File: src/rtl/core/lzw12_pkg.sv
// Shared types, constants and the slot hash for the 12-bit LZW encoder.
// No dependencies; used by lzw12_outq, lzw_encoder_12bit and the testbench.
`default_nettype none

package lzw12_pkg;

  localparam int CODE_BITS   = 12;
  localparam int SYMBOL_BITS = 7;
  localparam int HASH_DEPTH  = 8192;
  localparam int SLOT_BITS   = $clog2(HASH_DEPTH);
  localparam int KEY_BITS    = CODE_BITS + SYMBOL_BITS;
  localparam int NFC_BITS    = CODE_BITS + 1;
  localparam int EPOCH_BITS  = 4;

  localparam logic [NFC_BITS-1:0]   FIRST_FREE = NFC_BITS'(1 << SYMBOL_BITS);
  localparam logic [SLOT_BITS-1:0]  SLOT_LAST  = SLOT_BITS'(HASH_DEPTH - 1);
  localparam logic [EPOCH_BITS-1:0] EPOCH_LAST = {EPOCH_BITS{1'b1}};
  localparam logic [31:0]           HASH_MULT  = 32'd2654435761;

  // output queue geometry
  localparam int OQ_DEPTH    = 4;
  localparam int OQ_PTR_BITS = $clog2(OQ_DEPTH);
  localparam int OQ_CNT_BITS = OQ_PTR_BITS + 1;

  typedef struct packed {
    logic [SYMBOL_BITS-1:0] symbol;
    logic                   end_of_stream;
  } in_word_t;

  typedef struct packed {
    logic [CODE_BITS-1:0] code;
    logic                 last_code;
  } out_word_t;

  // one dictionary slot: key half and code half in one RAM word
  typedef struct packed {
    logic                  valid;
    logic [EPOCH_BITS-1:0] epoch;
    logic [KEY_BITS-1:0]   key;
    logic [CODE_BITS-1:0]  code;
  } entry_t;

  // up to two result words pushed by one item
  typedef struct packed {
    logic      valid0;
    out_word_t word0;
    logic      valid1;
    out_word_t word1;
  } push_t;

  // multiplicative hash, bits [19:7] of the low product word
  function automatic logic [SLOT_BITS-1:0] hash_slot(input logic [KEY_BITS-1:0] key);
    logic [31:0] prod;
    prod = 32'(key) * HASH_MULT;
    return prod[SLOT_BITS+6:7];
  endfunction

endpackage

`default_nettype wire

File: src/rtl/core/lzw12_outq.sv
// Small result queue; takes up to two words per cycle, hands out one per cycle while out_ready is high.
// Depends on lzw12_pkg.
`default_nettype none

module lzw12_outq (
  input  wire logic                  clk,
  input  wire logic                  rst_n,
  input  wire lzw12_pkg::push_t      push,
  output logic                       room2,
  output logic                       out_valid,
  input  wire logic                  out_ready,
  output lzw12_pkg::out_word_t       out_data
);

  lzw12_pkg::out_word_t q_r [lzw12_pkg::OQ_DEPTH];

  logic [lzw12_pkg::OQ_PTR_BITS-1:0] wr_ptr_r, wr_ptr_nxt;
  logic [lzw12_pkg::OQ_PTR_BITS-1:0] rd_ptr_r, rd_ptr_nxt;
  logic [lzw12_pkg::OQ_CNT_BITS-1:0] count_r, count_nxt;
  logic [lzw12_pkg::OQ_PTR_BITS-1:0] wr_ptr1;
  logic                              pop;

  assign pop       = out_valid && out_ready;
  assign out_valid = (count_r != '0);
  assign out_data  = q_r[rd_ptr_r];
  assign room2     = (count_r <= lzw12_pkg::OQ_CNT_BITS'(lzw12_pkg::OQ_DEPTH - 2));
  assign wr_ptr1   = wr_ptr_r + lzw12_pkg::OQ_PTR_BITS'(push.valid0);

  always_comb begin
    wr_ptr_nxt = wr_ptr_r + lzw12_pkg::OQ_PTR_BITS'(push.valid0)
                          + lzw12_pkg::OQ_PTR_BITS'(push.valid1);
    rd_ptr_nxt = rd_ptr_r + lzw12_pkg::OQ_PTR_BITS'(pop);
    count_nxt  = count_r + lzw12_pkg::OQ_CNT_BITS'(push.valid0)
                         + lzw12_pkg::OQ_CNT_BITS'(push.valid1)
                         - lzw12_pkg::OQ_CNT_BITS'(pop);
  end

  always_ff @(posedge clk) begin
    if (!rst_n) begin
      wr_ptr_r <= '0;
      rd_ptr_r <= '0;
      count_r  <= '0;
    end else begin
      wr_ptr_r <= wr_ptr_nxt;
      rd_ptr_r <= rd_ptr_nxt;
      count_r  <= count_nxt;
    end
  end

  always_ff @(posedge clk) begin
    if (push.valid0) begin
      q_r[wr_ptr_r] <= push.word0;
    end
    if (push.valid1) begin
      q_r[wr_ptr1] <= push.word1;
    end
  end

endmodule

`default_nettype wire

File: config.mk
export PLATFORM = sky130hd
export DESIGN_NAME = lzw12_outq
export DESIGN_NICKNAME = d
export VERILOG_FILES = /design/src/rtl/core/lzw12_pkg.sv /design/src/rtl/core/lzw12_outq.sv
export SDC_FILE = /design/constraint.sdc
export NUM_CORES = 1
export LEC_CHECK = 0
export ABC_AREA = 1
export ABC_CLOCK_PERIOD_IN_PS = 2400
export CAP_MARGIN = 10
export CORE_ASPECT_RATIO = 1.4
export CORE_MARGIN = 2
export CORE_UTILIZATION = 50
export DETAILED_ROUTE_END_ITERATION = 12
export DONT_BUFFER_PORTS = 1
export HOLD_SLACK_MARGIN = 0.15
export SYNTH_ARGS = -nofsm -noshare
export SYNTH_HDL_FRONTEND = slang
export SYNTH_SLANG_ARGS = --single-unit
File: constraint.sdc
create_clock -name clk -period 2.4 [get_ports clk]
set_input_delay 0.36 -clock clk [delete_from_list [all_inputs] [get_ports clk]]
set_output_delay 0.36 -clock clk [all_outputs]
set_load 0.01 [all_outputs]
==> results.cfg <==
[critical_path]
crit_path_end_kind = flop
cp_max_fo = 3
start_kind = flop
reg2reg_to = count_r[2]
worst-r2r-cell-count = 9
required_ns = 2.63
worstSetupPathType = reg2reg
r2r-start = count_r[1]
cp.arrival_ns = 2.43
reg2reg_slack_ns = 0.21

[floorplanning]
pin_count = 46
start_util_pct = 51.20
dieArea_sq_um = 7408
die-width_microns = 73.32
rows = 35
core_sq_um = 6569
die_h_microns = 101.0

[final_layout]
layout.nets = 423
seqCellArea_sq_um = 1702
drive_gt1_share_pct = 11.28
syn_to_final_growth_pct = 6.138
antenna_cells = 0
nFillCells = 606
fin_util_pct = 54.34
multi_input_area_sq_um = 1339

[synth]
synth_ff_type = edfxtp_1
yosysMostFrequentCell = nand2_1
synth_warnings = 0
synth.distinct_cells = 24
synth_edf_count = 52
syn_area_per_cell_sq_um = 8.736
seq_area_frac_synth_pct = 50.60
async_flop_share_pct = 0
synthCells = 385
yosys-top-cells-count = nand2_1 (139), edfxtp_1 (52), nand3_1 (49), inv_1 (39), o21ai_0 (18)
syn_area_sq_um = 3363
synth_top_area_cell = edfxtp_1
synth_area_leaders = edfxtp_1 (46%), nand2_1 (16%), nand3_1 (7.3%)
ys_ff_latch = 59
yosysTopAreaCellShare_pct = 46.43
synth_fp_nets = 423

[timing]
setup_tns_ns = 0
fin_crit_sh_pct = 91.45
fin_skew_ns = 0.006515
relSlewSlack_pct = 59.90
tightest_slew_ns = 0.5974
whs_ns = 0.1623
finalSetupViolCount = 0
rsz0062_at_grt = false
finalHoldViolCount = 0
timing.fmax_mhz = 455.6
fin_crit_ns = 2.195
drv_slew = 0

[cts]
clk_pin_slew_worst_paths_ns = 0.07
cts_made_buffers = 9
max-clock-path-buffers = 2
ctsResizeCount = 0
cts_tree = done
worstSkewPairLatency_ns = 0.34
cts.htree.levels = 3
cts_setup_buffers = 0
postCtsHoldBufs = 1
ctsRootBufferMaster = clkbuf_8
cts.sinks = 59

[power]
power.share.clock_pct = 26.1
switching_power_mw = 1.210
intPower_mw = 2.106
powerDensity_nw_per_um2 = 929.2
combPwrFrac_pct = 32.5
ir_drop_mv = 0.6090
p_seq_share_pct = 41.4
p_leak_nw = 1.585
p_sw_share_pct = 36.49

[run]
max_cap_violations = 0

[min_path]
hold_start = rst_n
worstHoldPathType = in2reg
whs_endpoint = count_r[2]
holdPathStages = 2

[global_routing]
grt_max_degree = 53
grt_pass1_wl_microns = 12860
antenna_found_initial = 0
gr-total-overflow = 0
first_global_vias = 2449
grtUsageTotal_pct = 23.65

[placed_design]
portBuffers = 0
dp.final_hpwl_microns = 5397
gp_congestion = 0.8124

[route]
drcViolationCount = 0
ant_nets = 0
drtPass1Iterations = 5
drt_first_iter_violations = 326
vias = 2575
wirelength_microns = 7906
drt-vias-per-instance = 5.550
wl_per_cell_microns = 17.04

[outcome]
outcome = finished clean
==> worst max-delay path by stage <==
stage	start	slack [ns]	depth (start not counted)	to
final	count_r[1]	0.21	9	count_r[2]
after detailed placement	count_r[1]	0.20	9	count_r[2]
after global routing	count_r[1]	0.02	9	count_r[2]
after global placement	count_r[1]	0.25	9	count_r[2]
after CTS	count_r[1]	0.19	9	count_r[2]
after floorplan	push[27]	0.32	5	q_r[0][0]
==> layout by cell type, fill, tap and decap left out, drive strengths merged <==
cell type	instances
o211ai	13
a31o	1
a21oi	14
clkinvlp	1
fa	2
dfxtp	7
nand2	146
edfxtp	52
clkbuf	10
inv	41
ha	5
nand3	58
o21ai	18
bufinv	1
buf	9
and2	1
nor2	5
clkinv	5
dlygate4sd3	1
==> critical path, stage by stage, from the launching register on <==
cell and delay [ns]:
dfxtp_1 0.31, inv_1 0.11, nand3_1 0.16, and2_1 0.21
ha_1 0.28, inv_1 0.04, fa_1 0.37, fa_1 0.38
o21ai_0 0.17, a21oi_1 0.06
==> cell families after synthesis <==
| logic type | count (synthesis) | share of synthesized area [%] |
|---|---|---|
| and+or+nand+nor | 210 | 28.83 |
| buffers and inverters | 63 | 9.599 |
| DFF | 59 | 50.60 |
| AOI/OAI and AO/OA | 46 | 7.924 |
| adders and majority gates | 7 | 3.051 |
==> cell type report <==
class	count	share of cell area, %
inverter	42	4.557
clock inverter	6	1.577
tap	74	2.594
timing repair buffer	10	2.524
sequential	59	47.67
clock buffer	10	3.575
multi-input combinational	263	37.50
==> metal layers <==
metal | wire, microns | up-vias | GRT usage [%]
li1 | - | 1275 | -
met1 | 3010 | 1183 | 27.23
met2 | 4047 | 102 | 39.99
met3 | 691 | 15 | 7.500
met4 | 157 | 0 | 10.07
met5 | 0 | - | 0
==> power by group through the flow <==
stage	clock network (mW)	registers (mW)	logic, mW
after floorplan	0	1.39	0.889
after global placement	0	1.39	1.07
after detailed placement	0	1.40	1.09
after CTS	0.870	1.37	1.10
after global routing	0.912	1.39	1.24
final	0.864	1.37	1.08
==> per-stage QoR <==
stage	power [mW]	std cells	cell area, sq um	setup WS (ns)
after floorplan	2.276	385	3363	0.3182
after global placement	2.466	447	3376	0.2546
after detailed placement	2.490	447	3376	0.1999
after global routing	3.537	464	3570	0.02137
final	3.317	464	3570	0.2052
after CTS	3.345	464	3570	0.1853
==> flip-flops by register name, indices dropped and copies added, names as in the netlist <==
name / count
wr_ptr_r: 2
count_r: 3
q_r: 52
rd_ptr_r: 2
Power figures use the tool's default switching activity.
